===== config.mk =====
export PLATFORM = sky130hd
export DESIGN_NAME = aedc_front
export DESIGN_NICKNAME = d
export VERILOG_FILES = /design/src/rtl/aedc_pkg.sv /design/src/rtl/aedc_front.sv
export SDC_FILE = /design/constraint.sdc
export NUM_CORES = 1
export LEC_CHECK = 0
export ABC_AREA = 0
export BUFFER_PORTS_ARGS = -buffer_cell sky130_fd_sc_hd__buf_2
export CAP_MARGIN = 20
export CORE_MARGIN = 4
export CORE_UTILIZATION = 35
export CTS_CLUSTER_DIAMETER = 80
export CTS_CLUSTER_SIZE = 14
export DETAILED_ROUTE_END_ITERATION = 8
export GPL_ROUTABILITY_DRIVEN = 0
export GPL_TIMING_DRIVEN = 0
export SETUP_SLACK_MARGIN = 0.1
export SLEW_MARGIN = 5
export SYNTH_ARGS = -nofsm -noshare
export SYNTH_HDL_FRONTEND = slang
export SYNTH_SLANG_ARGS = --single-unit

===== constraint.sdc =====
create_clock -name clk -period 4.25 [get_ports clk]
set_input_delay 0.425 -clock clk [delete_from_list [all_inputs] [get_ports clk]]
set_output_delay 0.425 -clock clk [all_outputs]
set_load 0.03 [all_outputs]

===== src/rtl/aedc_pkg.sv =====
// aedc_pkg: shared types, sizes and fixed-point helpers for the dense autoencoder codec.
// No dependencies; imported by aedc_front, aedc_back and autoencoder_dense_codec.
package aedc_pkg;

	localparam int NODES    = 32;
	localparam int LATENT   = 8;
	localparam int NODE_AW  = 5;
	localparam int WT_DEPTH = NODES * LATENT;
	localparam int WT_AW    = 8;
	localparam int QUEUE_DEPTH = 2;

	localparam logic signed [31:0] Q_ONE   = 32'sd65536;
	localparam logic signed [31:0] FLOOR_A = 32'sd6554;
	localparam logic signed [31:0] FLOOR_B = 32'sd13107;
	localparam logic signed [31:0] FLOOR_C = 32'sd19661;

	typedef enum logic [1:0] {
		KIND_WRITE = 2'd0,
		KIND_ENC   = 2'd1,
		KIND_DEC   = 2'd2,
		KIND_NONE  = 2'd3
	} kind_t;

	typedef enum logic [2:0] {
		TBL_ENC_W = 3'd0,
		TBL_DEC_W = 3'd1,
		TBL_ENC_B = 3'd2,
		TBL_DEC_B = 3'd3,
		TBL_MIN   = 3'd4,
		TBL_MAX   = 3'd5
	} tbl_t;

	typedef enum logic [1:0] {
		OP_WRITE,
		OP_ENC,
		OP_DEC
	} op_kind_t;

	typedef struct packed {
		op_kind_t           kind;
		logic [2:0]         sel;
		logic [7:0]         idx;
		logic signed [31:0] val;
	} op_t;

	function automatic logic signed [31:0] sat32(input logic signed [65:0] x);
		logic signed [31:0] r;
		if (x > 66'sh7FFF_FFFF)
			r = 32'sh7FFF_FFFF;
		else if (x < -66'sh8000_0000)
			r = 32'sh8000_0000;
		else
			r = x[31:0];
		return r;
	endfunction

endpackage


===== src/rtl/aedc_front.sv =====
// aedc_front: accepts input requests, drops ignored ones and queues the rest as ops.
// Depends on aedc_pkg.
module aedc_front import aedc_pkg::*; (
	input  logic               clk,
	input  logic               arst_n,
	input  logic               in_valid,
	output logic               in_ready,
	input  logic [1:0]         kind,
	input  logic [2:0]         table_select,
	input  logic [7:0]         table_index,
	input  logic signed [31:0] value,
	output logic               op_valid,
	input  logic               op_ready,
	output op_t                op
);

	op_t        q_q [QUEUE_DEPTH];
	logic       wr_ptr_q, rd_ptr_q;
	logic [1:0] cnt_q;
	logic       keep;
	op_t        cls;
	logic       push, pop;

	always_comb begin
		keep     = 1'b0;
		cls.kind = OP_WRITE;
		cls.sel  = table_select;
		cls.idx  = table_index;
		cls.val  = value;
		case (kind)
			KIND_WRITE: begin
				cls.kind = OP_WRITE;
				case (table_select)
					TBL_ENC_W, TBL_DEC_W: keep = {1'b0, table_index} < 9'(WT_DEPTH);
					TBL_ENC_B:            keep = {1'b0, table_index} < 9'(LATENT);
					TBL_DEC_B, TBL_MIN, TBL_MAX: keep = {1'b0, table_index} < 9'(NODES);
					default:              keep = 1'b0;
				endcase
			end
			KIND_ENC: begin
				cls.kind = OP_ENC;
				keep     = 1'b1;
			end
			KIND_DEC: begin
				cls.kind = OP_DEC;
				keep     = 1'b1;
			end
			default: keep = 1'b0;
		endcase
	end

	assign in_ready = cnt_q != 2'(QUEUE_DEPTH);
	assign push     = in_valid && in_ready && keep;
	assign op_valid = cnt_q != 2'd0;
	assign pop      = op_valid && op_ready;
	assign op       = q_q[rd_ptr_q];

	always_ff @(posedge clk) begin
		if (push)
			q_q[wr_ptr_q] <= cls;
	end

	always_ff @(posedge clk or negedge arst_n) begin
		if (!arst_n) begin
			wr_ptr_q <= 1'b0;
			rd_ptr_q <= 1'b0;
			cnt_q    <= 2'd0;
		end else begin
			if (push)
				wr_ptr_q <= ~wr_ptr_q;
			if (pop)
				rd_ptr_q <= ~rd_ptr_q;
			if (push && !pop)
				cnt_q <= cnt_q + 2'd1;
			else if (pop && !push)
				cnt_q <= cnt_q - 2'd1;
		end
	end

endmodule


==> results of run 1 <==
-- routing by layer --
layer	vias to the layer above	global-route usage [%]
met5	-	0
met4	0	5.681
met2	59	17.70
li1	871	-
met3	9	3.045
met1	904	13.23
-- registers in the layout, indices dropped and copies added (netlist names) --
name / cells
rd_ptr_q: 1
q_q: 90
wr_ptr_q: 1
cnt_q: 2
-- report_power, final --
part | leakage (uW) | internal [uW] | switching [uW]
clock network | 0.0000947 | 289 | 281
registers | 0.000867 | 1140 | 34.2
logic | 0.000699 | 354 | 607
-- how the worst min path moves through the flow --
stage,slack (ns),startpoint,end
after floorplan,0.13,arst_n,cnt_q[0]
after CTS,0.24,value[15],q_q[0][15]
after detailed placement,0.24,arst_n,cnt_q[1]
after global routing,0.24,value[29],q_q[1][29]
after global placement,0.23,arst_n,cnt_q[1]
final,0.26,value[15],q_q[0][15]
-- layout by cell type, fill, tap and decap left out, types with 2 or more instances in the layout --
cell,n
buf_2,100
edfxtp_1,90
mux2_2,45
clkbuf_8,10
ha_1,5
inv_1,4
clkbuf_1,4
dfrtp_1,4
xnor2_1,3
xor2_1,2
buf_12,2
-- through the flow --
stage | util, % | cells | setup slack [ns]
after floorplan | - | 170 | 0.8418
after global placement | 42.53 | 398 | -0.8093
after detailed placement | 43.03 | 400 | 1.686
after CTS | 45.04 | 417 | 2.004
after global routing | 45.04 | 417 | 1.942
final | 45.04 | 417 | 2.080
-- kinds of logic (layout without fill, tap and decap cells) --
| group | after synthesis | after routing |
|---|---|---|
| compound gates | 3 | 3 |
| simple gates | 8 | 8 |
| flops | 94 | 94 |
| fa+ha+maj | 5 | 5 |
| xor+xnor | 5 | 5 |
| buf+inv | 10 | 124 |
| mux | 45 | 45 |
-- area by class of cell --
cell class                      count  share of cell area, %
Buffer                              5                 0.5658
Clock buffer                       14                  3.451
Clock inverter                      2                 0.7921
Inverter                            5                 0.4243
Multi-Input combinational cell     66                  15.76
Sequential cell                    94                  63.37
Tap cell                          133                  3.762
Timing Repair Buffer               98                  11.88
-- critical path: stages, from the launching register on --
cell and delay, ns:
dfrtp_1 0.32, buf_2 0.22, buf_2 0.31, mux2_2 0.37, buf_2 0.18
==> metrics, run 1 <==
post-synthesis simple-gate area fraction about 1.2%; Post-Synth XOR/XNOR Area under 10%; largest net degree at the start of global routing 27; Max Used Layer met4; die height approximately 110 um; sequential area share after synthesis between 70 and 80%; post-synth top area share between 70% and 80%; clock sink count 94; Initial DRC Count between 40 and 50; GRT Resource Usage Total roughly 11%; top_reg_cell synth edfxtp_1; core area 9819 um^2; Adder-Cell Fraction of Synth Area 1.770%; Skew-Pair Late Insertion Delay ~0.35 ns; CTS Buf Count 9; Multi-input gate area roughly 700 um^2; full die area around 12,000 um^2; Reg-to-Reg End q_q[1][30]; Worst Reg2Reg Path Length in Cells 5; Setup crit end kind output port; total grt overflow 0; Area Growth Syn to Fin 25.13%; unrepaired setup endpoints after global routing false; PD cells between 600 and 700 nW/um^2; worst hold path cell count 1; Via Count between 1,500 and 2,000; async set or reset register ratio after synthesis under 10%; Netlist Area Pre-Place 3535 um^2; post-route cell area between 4000 and 5000 um^2; Post-Route WL 6264 um; initial antenna violation count 0; list of most frequent post-synthesis cells edfxtp_1 (90), mux2_2 (45), buf_2 (5), ha_1 (5); synth warn 0; Cells after Synth between 150 and 200; Filler cells 940; Area contributors post-synth edfxtp_1 (76%), mux2_2 (14%), dfrtp_1 (2.8%); Period Utilization, post-route about half; first-pass GRT wire length between 9000 and 10,000 um; CTS Hold Bufs 1; clock skew 0.007946 ns; hold_ws roughly 0.26 ns; Antenna Nets Post-Route 0; Setup Fix Bufs, Post-CTS 0; wl on met1 roughly 2600 um; post-synthesis mux area share around 14%; endpoints failing setup 0; number of H-tree levels 3; largest family of logic cells by synthesized area multiplexers; crit path kind reg -> out; met2 wire len between 3000 and 4000 um; Post-CTS Resized 0; initial core utilization 36.00%; via-per-instance ratio ~4.4; clk root buf clkbuf_8; wire length per cell ~15 um; IO buf count between 90 and 100; Post-Route Setup TNS 0 ns; crit-path max FO 10; final net count 333; RR Startpoint cnt_q[0]; Slew @ Worst Pin 0.6535 ns; status finished, final reports clean; CTS tree built; max-slew violations 0; I/O pins 96; clk buf depth 2; EDFF count, synth 90; Max-cap violations 0; startpoint types flop; Final Power 2704 uW; drt pass-1 iters 4; Min-Delay Path Class in -> reg; Placed Area approximately 4200 um^2; post-synth top area cell edfxtp_1; LEAKAGE roughly 0.0017 uW; critical path launch point rd_ptr_q; Final Hold Fails 0; post-synth cell types 19; compound-cell area share of the yosys netlist less than 1%; Synth Area per Inst between 20 and 25 um^2; Worst IR Drop VDD around 0.32 mV; Seq cells post-synth 94; max frequency 460.8 MHz; Clock Pin Slew Worst Setup and Hold Paths 0.08 ns; post-DP HPWL between 4000 and 5000 um; DRC violations left 0; Die Wd 108.5 um; vias in the first global route 1,934; row count 36; worst path required time between 3 and 4 ns; Critical Path AT around 1.7 ns; R2R Setup Slk approximately 2.3 ns; Period minus WS final 2.170 ns; Worst Setup EP op[43]; Slew headroom between 50% and 60%; met3 WL post-DR around 380 um; share of layout cells above drive strength 1 57.75%; ANT cells 0; top-count cell post-synth edfxtp_1; Mapped Nets around 220; Sequential Area 2803 um^2
Power figures use the tool's default switching activity.
==> inputs of run 2 (changes only) <==
--- a/config.mk
+++ b/config.mk
@@ -5,7 +5,7 @@
 export SDC_FILE = /design/constraint.sdc
 export NUM_CORES = 1
 export LEC_CHECK = 0
-export ABC_AREA = 0
+export ABC_AREA = 1
 export BUFFER_PORTS_ARGS = -buffer_cell sky130_fd_sc_hd__buf_2
 export CAP_MARGIN = 20
 export CORE_MARGIN = 4
==> constraint.sdc (replaced) <==
create_clock -name clk -period 1.9 [get_ports clk]
set_input_delay 0.19 -clock clk [delete_from_list [all_inputs] [get_ports clk]]
set_output_delay 0.19 -clock clk [all_outputs]
set_load 0.03 [all_outputs]
==> run 2 against run 1 <==
Against the previous run: area after synthesis increased by 2.4%; critical endpoint is now q_q[0][8]; hold slack got worse by 0.23 ns; routed wire length increased by 15%; utilization increased by 2.1 points; largest power group is now combinational cells; worst setup slack got worse by 1.9 ns; first-iteration DRC count increased to 2.9 times the previous value; clock-buffer cell count decreased by 4.
==> metrics, run 2 <==
status finished, final reports clean (unchanged); share of layout cells above drive strength 1 32.59% (was 57.75%); core area 9910 um^2 (was 9819 um^2); EDFF count, synth 90 (unchanged); hold_ws 0.03241 ns (was 0.2628 ns); initial core utilization 36.54% (was 36.00%); endpoints failing setup 0 (unchanged); worst path required time 1.82 ns (was 3.83 ns); final net count 453 (was 333); Netlist Area Pre-Place 3621 um^2 (was 3535 um^2); initial antenna violation count 0 (unchanged); Post-Route WL 7194 um (was 6264 um); post-synth top area share 74.64% (was 76.46%); synth warn 0 (unchanged); clock skew 0.006409 ns (was 0.007946 ns); Filler cells 939 (was 940); Seq cells post-synth 94 (unchanged); Synth Area per Inst 12.93 um^2 (was 20.79 um^2); RR Startpoint cnt_q[0] (unchanged); Placed Area 4294 um^2 (was 4225 um^2); post-synth top area cell edfxtp_1 (unchanged); Clock Pin Slew Worst Setup and Hold Paths 0.08 ns (about the same); Min-Delay Path Class in -> reg (unchanged); Via Count 2,307 (was 1,843); largest family of logic cells by synthesized area simple AND/OR/NAND/NOR gates (was multiplexers); Initial DRC Count 129 (was 45); clk root buf clkbuf_8 (unchanged); worst hold path cell count 1 (unchanged); first-pass GRT wire length 11,190 um (was 9459 um); list of most frequent post-synthesis cells nand2_1 (144), edfxtp_1 (90), inv_1 (13), buf_4 (5), ha_1 (5) (was edfxtp_1 (90), mux2_2 (45), buf_2 (5), ha_1 (5)); CTS tree built (unchanged); Slew headroom 63.13% (was 56.33%); max reg flops 90 (unchanged); post-DP HPWL 4644 um (was 4203 um); full die area 12,040 um^2 (was 11,770 um^2); Worst Reg2Reg Path Length in Cells 4 (was 5); vias in the first global route 2,308 (was 1,934); die height 109.7 um (was 108.5 um); CTS Buf Count 9 (unchanged); post-synthesis mux area share 0% (was 14.34%); clk buf depth 2 (unchanged); Cells after Synth 280 (was 170); top-count cell post-synth nand2_1 (was edfxtp_1); compound-cell area share of the yosys netlist 0.7256% (was 0.9558%); LEAKAGE 0.002018 uW (was 0.001661 uW); largest net degree at the start of global routing 26 (was 27); wire length per cell 13.45 um (was 15.02 um); Adder-Cell Fraction of Synth Area 1.728% (was 1.770%); Post-Synth XOR/XNOR Area 0.7256% (was 1.239%); Reg-to-Reg End q_q[0][8] (was q_q[1][30]); Final Hold Fails 0 (unchanged); Antenna Nets Post-Route 0 (unchanged); Max-cap violations 0 (unchanged); Skew-Pair Late Insertion Delay 0.34 ns (was 0.35 ns); ANT cells 0 (unchanged); Post-Route Setup TNS 0 ns (unchanged); R2R Setup Slk 0.17 ns (was 2.27 ns); crit-path max FO 22 (was 10); Setup crit end kind flop (was output port); total grt overflow 0 (unchanged); Die Wd 109.7 um (was 108.5 um); top_reg_cell synth edfxtp_1 (unchanged); Period minus WS final ~1.7 ns; post-synth cell types 19 (unchanged); Area Growth Syn to Fin 29.06% (was 25.13%); I/O pins 96 (unchanged); Worst Hold Launch value[5] (was value[15]); number of H-tree levels 3 (unchanged); post-layout util 47.16% (was 45.04%); sequential area share after synthesis 77.40% (was 79.29%); Period Utilization, post-route 90.83%; Biggest register q_q (unchanged); max frequency a little under 600 MHz; Mapped Nets 334 (was 224); clock sink count 94 (unchanged); drt pass-1 iters 4 (unchanged); max-slew violations 0 (unchanged); Worst IR Drop VDD 0.8396 mV (was 0.3218 mV); WHS Endpoint q_q[1][5] (was q_q[0][15]); crit path kind reg -> reg (was reg -> out); most frequent cells in the layout nand2_1 (144), buf_2 (92), edfxtp_1 (90) (was buf_2 (100), edfxtp_1 (90), mux2_2 (45)); startpoint types flop (unchanged); row count 36 (unchanged); via-per-instance ratio 4.312 (was 4.420); unrepaired setup endpoints after global routing true (was false); GRT Resource Usage Total 12.58% (was 10.90%); IO buf count 95 (unchanged); PD cells 1467 nW/um^2 (was 611.4 nW/um^2); post-route cell area 4673 um^2 (was 4423 um^2); post-synthesis simple-gate area fraction 16.31% (was 1.168%); most common cell after layout, fill and taps aside nand2_1 (was buf_2); Area contributors post-synth edfxtp_1 (75%), nand2_1 (15%), dfrtp_1 (2.8%) (was edfxtp_1 (76%), mux2_2 (14%), dfrtp_1 (2.8%)); DRC violations left 0 (unchanged); Largest regs q_q (90), cnt_q (2) (unchanged); async set or reset register ratio after synthesis 4.255% (unchanged); Slew @ Worst Pin 0.5525 ns (was 0.6535 ns); Critical Path AT 1.65 ns (was 1.74 ns)
run 2: changes by cell type after synthesis, moves of 2 or more:
cell and change:
mux2_2 -45, buf_4 +5, inv_1 +9, nand2_2 +2, nand2_1 +143, xnor2_1 -2
run 2: kinds of logic after synthesis:
logic type,Yosys count
adders and majority gates,5
and+or+nand+nor,151
AOI/OAI and AO/OA,4
buffers and inverters,23
DFF,94
xor gates and xnor gates,3
run 2: per-stage QoR:
| stage | total power [uW] | instances | setup WS [ns] |
|---|---|---|---|
| after floorplan | 4520 | 280 | 0.03908 |
| after global placement | 5309 | 508 | -0.5322 |
| after detailed placement | 5343 | 509 | -0.5033 |
| after CTS | 6878 | 526 | 0.08657 |
| after global routing | 7300 | 535 | 0.01944 |
| final | 6857 | 535 | 0.1742 |
run 2: cell type report:
type | count | area [um^2] | share of cell area, %
timing repair buffer | 106 | 600.6 | 12.85
clock inverter | 4 | 97.59 | 2.088
inverter | 14 | 63.81 | 1.365
timing repair inverter | 1 | 7.507 | 0.1606
sequential | 94 | 2803 | 59.97
clock buffer | 10 | 127.6 | 2.731
tap | 133 | 166.4 | 3.561
multi-input combinational | 164 | 724.4 | 15.50
buffer | 9 | 82.58 | 1.767
run 2: power breakdown:
group | internal, uW | switching, uW
combinational | 790 | 1970
clock | 861 | 636
sequential | 2540 | 62.1
run 2: worst max-delay path, stage by stage (launching register included):
cell	delay [ns]
dfrtp_1	0.42
nor2_2	0.19
nor3b_4	0.07
nand3_2	0.14
clkinvlp_4	0.49
run 2: repair_timing:
action                                 4_1_cts  5_1_grt
hold buffers                                 1        8
endpoints found under the hold margin        4       15
pin swaps                                    1        1
setup buffers                                0        1
gates resized for setup                      3       12
gates cloned                                 2        0
setup endpoints to repair                   71      116
run 2: worst max path at each step:
stage / slack (ns) / endpoint / depth (start not counted) / from
3_5_place_dp: -0.50 / q_q[0][31] / 9 / kind[0]
4_1_cts: 0.09 / q_q[1][37] / 6 / cnt_q[1]
2_1_floorplan: 0.04 / q_q[1][0] / 5 / cnt_q[1]
5_1_grt: 0.02 / q_q[0][19] / 4 / cnt_q[0]
6_report: 0.17 / q_q[0][8] / 4 / cnt_q[0]
3_3_place_gp: -0.53 / q_q[1][21] / 9 / kind[0]
run 2: metal layers:
layer  part of all wire (%)  track usage (%)
met3                    6.2            4.521
met2                     50            21.23
met1                     43            15.26
met4                    1.2            3.473
met5                      0                0
==> inputs of run 3 (changes only) <==
--- a/config.mk
+++ b/config.mk
@@ -15,6 +15,7 @@
 export DETAILED_ROUTE_END_ITERATION = 8
 export GPL_ROUTABILITY_DRIVEN = 0
 export GPL_TIMING_DRIVEN = 0
+export MAX_ROUTING_LAYER = met4
 export SETUP_SLACK_MARGIN = 0.1
 export SLEW_MARGIN = 5
 export SYNTH_ARGS = -nofsm -noshare
==> run 3 against run 2 <==
Against the previous run: combinational power about the same; clock skew decreased by 0.00083 ns; critical path type unchanged; global-route usage increased by 0.25 points; cell count decreased by 0.75%; largest power group unchanged; routed wire length decreased by 0.14%; register-to-register slack about the same; sequential power about the same; sequential share of layout area increased by 0.58 points; critical path depth unchanged.
==> metrics, run 3 (synthesized netlist as in run 2, its figures left out) <==
status finished, final reports clean (unchanged); unrepaired setup endpoints after global routing true (unchanged); IO buf count 95 (unchanged); vias in the first global route 2,319 (was 2,308); first-pass GRT wire length 11,170 um (was 11,190 um); total grt overflow 0 (unchanged); CTS tree built (unchanged); Largest regs q_q (90), cnt_q (2) (unchanged); hold_ws 0.03147 ns (was 0.03241 ns); ANT cells 0 (unchanged); Max-cap violations 0 (unchanged); endpoints failing setup 0 (unchanged); wire length per cell 13.53 um (was 13.45 um); initial antenna violation count 0 (unchanged); largest net degree at the start of global routing 26 (unchanged); Slew @ Worst Pin 0.5638 ns (was 0.5525 ns); clk buf depth 2 (unchanged); Min-Delay Path Class in -> reg (unchanged); share of layout cells above drive strength 1 32.91% (was 32.59%); max frequency 580.7 MHz (was 579.4 MHz); post-route cell area 4628 um^2 (was 4673 um^2); LEAKAGE 0.001999 uW (was 0.002018 uW); full die area 12,040 um^2 (unchanged); max reg flops 90 (unchanged); clk root buf clkbuf_8 (unchanged); worst path required time 1.82 ns (about the same); Clock Pin Slew Worst Setup and Hold Paths 0.08 ns (about the same); PD cells 1478 nW/um^2 (was 1467 nW/um^2); CTS Buf Count 9 (unchanged); Via Count 2,261 (was 2,307); worst hold path cell count 1 (unchanged); number of H-tree levels 3 (unchanged); startpoint types flop (unchanged); Worst IR Drop VDD 0.8319 mV (was 0.8396 mV); via-per-instance ratio 4.258 (was 4.312); most common cell after layout, fill and taps aside nand2_1 (unchanged); drt pass-1 iters 4 (unchanged); Period Utilization, post-route 90.63% (was 90.83%); Filler cells 939 (unchanged); max-slew violations 0 (unchanged); Period minus WS final 1.722 ns (was 1.726 ns); Antenna Nets Post-Route 0 (unchanged); Biggest register q_q (unchanged); Final Hold Fails 0 (unchanged); Post-Route Setup TNS 0 ns (unchanged); Post-Route WL 7184 um (was 7194 um); Die Wd 109.7 um (unchanged); row count 36 (unchanged); crit-path max FO 23 (was 22); Critical Path AT 1.65 ns (about the same); Initial DRC Count 133 (was 129); final net count 449 (was 453); clock sink count 94 (unchanged); DRC violations left 0 (unchanged); Slew headroom 62.37% (was 63.13%); post-DP HPWL 4644 um (unchanged); core area 9910 um^2 (unchanged); crit path kind reg -> reg (unchanged); GRT Resource Usage Total 12.83% (was 12.58%); Placed Area 4294 um^2 (unchanged); Area Growth Syn to Fin 27.82% (was 29.06%); I/O pins 96 (unchanged); die height 109.7 um (unchanged); initial core utilization 36.54% (unchanged); most frequent cells in the layout nand2_1 (144), buf_2 (93), edfxtp_1 (90) (was nand2_1 (144), buf_2 (92), edfxtp_1 (90)); Setup crit end kind flop (unchanged); Worst Reg2Reg Path Length in Cells 4 (unchanged); Skew-Pair Late Insertion Delay 0.34 ns (about the same); clock skew 0.005582 ns (was 0.006409 ns)
## run 3: power by group
part / internal, uW / total, uW / switching, uW
Clock: 861 / 1500 / 639
Combinational: 775 / 2740 / 1960
Sequential: 2540 / 2600 / 61.8
Total: 4180 / 6840 / 2660
## run 3: path summary, 6_finish.rpt
path                              end  startpoint  slack (ns)
min reg2reg                  wr_ptr_q    wr_ptr_q        0.49
min in group asynchronous    cnt_q[1]      arst_n        0.18
max                        q_q[0][18]    cnt_q[0]        0.18
max reg2reg                q_q[0][18]    cnt_q[0]        0.18
max in group asynchronous    wr_ptr_q      arst_n        1.60
min                        q_q[0][22]   value[22]        0.03
## run 3: timing repair
item | 4_1_cts | 5_1_grt
setup buffers | 0 | 1
pin swaps | 1 | 1
hold buffers | 1 | 4
gates resized for setup | 3 | 10
gates cloned | 2 | 0
setup endpoints to repair | 71 | 114
hold endpoints to repair | 4 | 8
## run 3: metrics by stage
step                total power [uW]  setup slack [ns]  instances  utilization (%)
floorplan                       4520           0.03908        280                -
global placement                5309           -0.5322        508            43.13
detailed placement              5343           -0.5033        509            43.33
CTS                             6878           0.08657        526            45.93
global route                    7275           0.01961        531            46.70
finish                          6840            0.1780        531            46.70
## run 3: layout make-up
type | instances | area (um^2) | area share [%]
sequential | 94 | 2803 | 60.56
multi-input combinational | 164 | 724.4 | 15.65
timing repair buffer | 102 | 563.0 | 12.17
tap | 133 | 166.4 | 3.596
clock buffer | 10 | 127.6 | 2.757
clock inverter | 4 | 97.59 | 2.109
buffer | 9 | 77.57 | 1.676
inverter | 14 | 61.31 | 1.325
timing repair inverter | 1 | 7.507 | 0.1622
## run 3: critical path: stages (launching register included)
cell,delay [ns]
dfrtp_1,0.42
nor2_2,0.19
nor3b_4,0.07
nand3_2,0.14
clkinvlp_4,0.47
## run 3: routing by layer
metal	GRT usage [%]	up-vias	share of wire, %
met5	-	-	0
met4	3.740	0	0.38
met3	3.464	2	5.2
met2	21.19	58	50
met1	15.53	1048	44
li1	-	1153	-
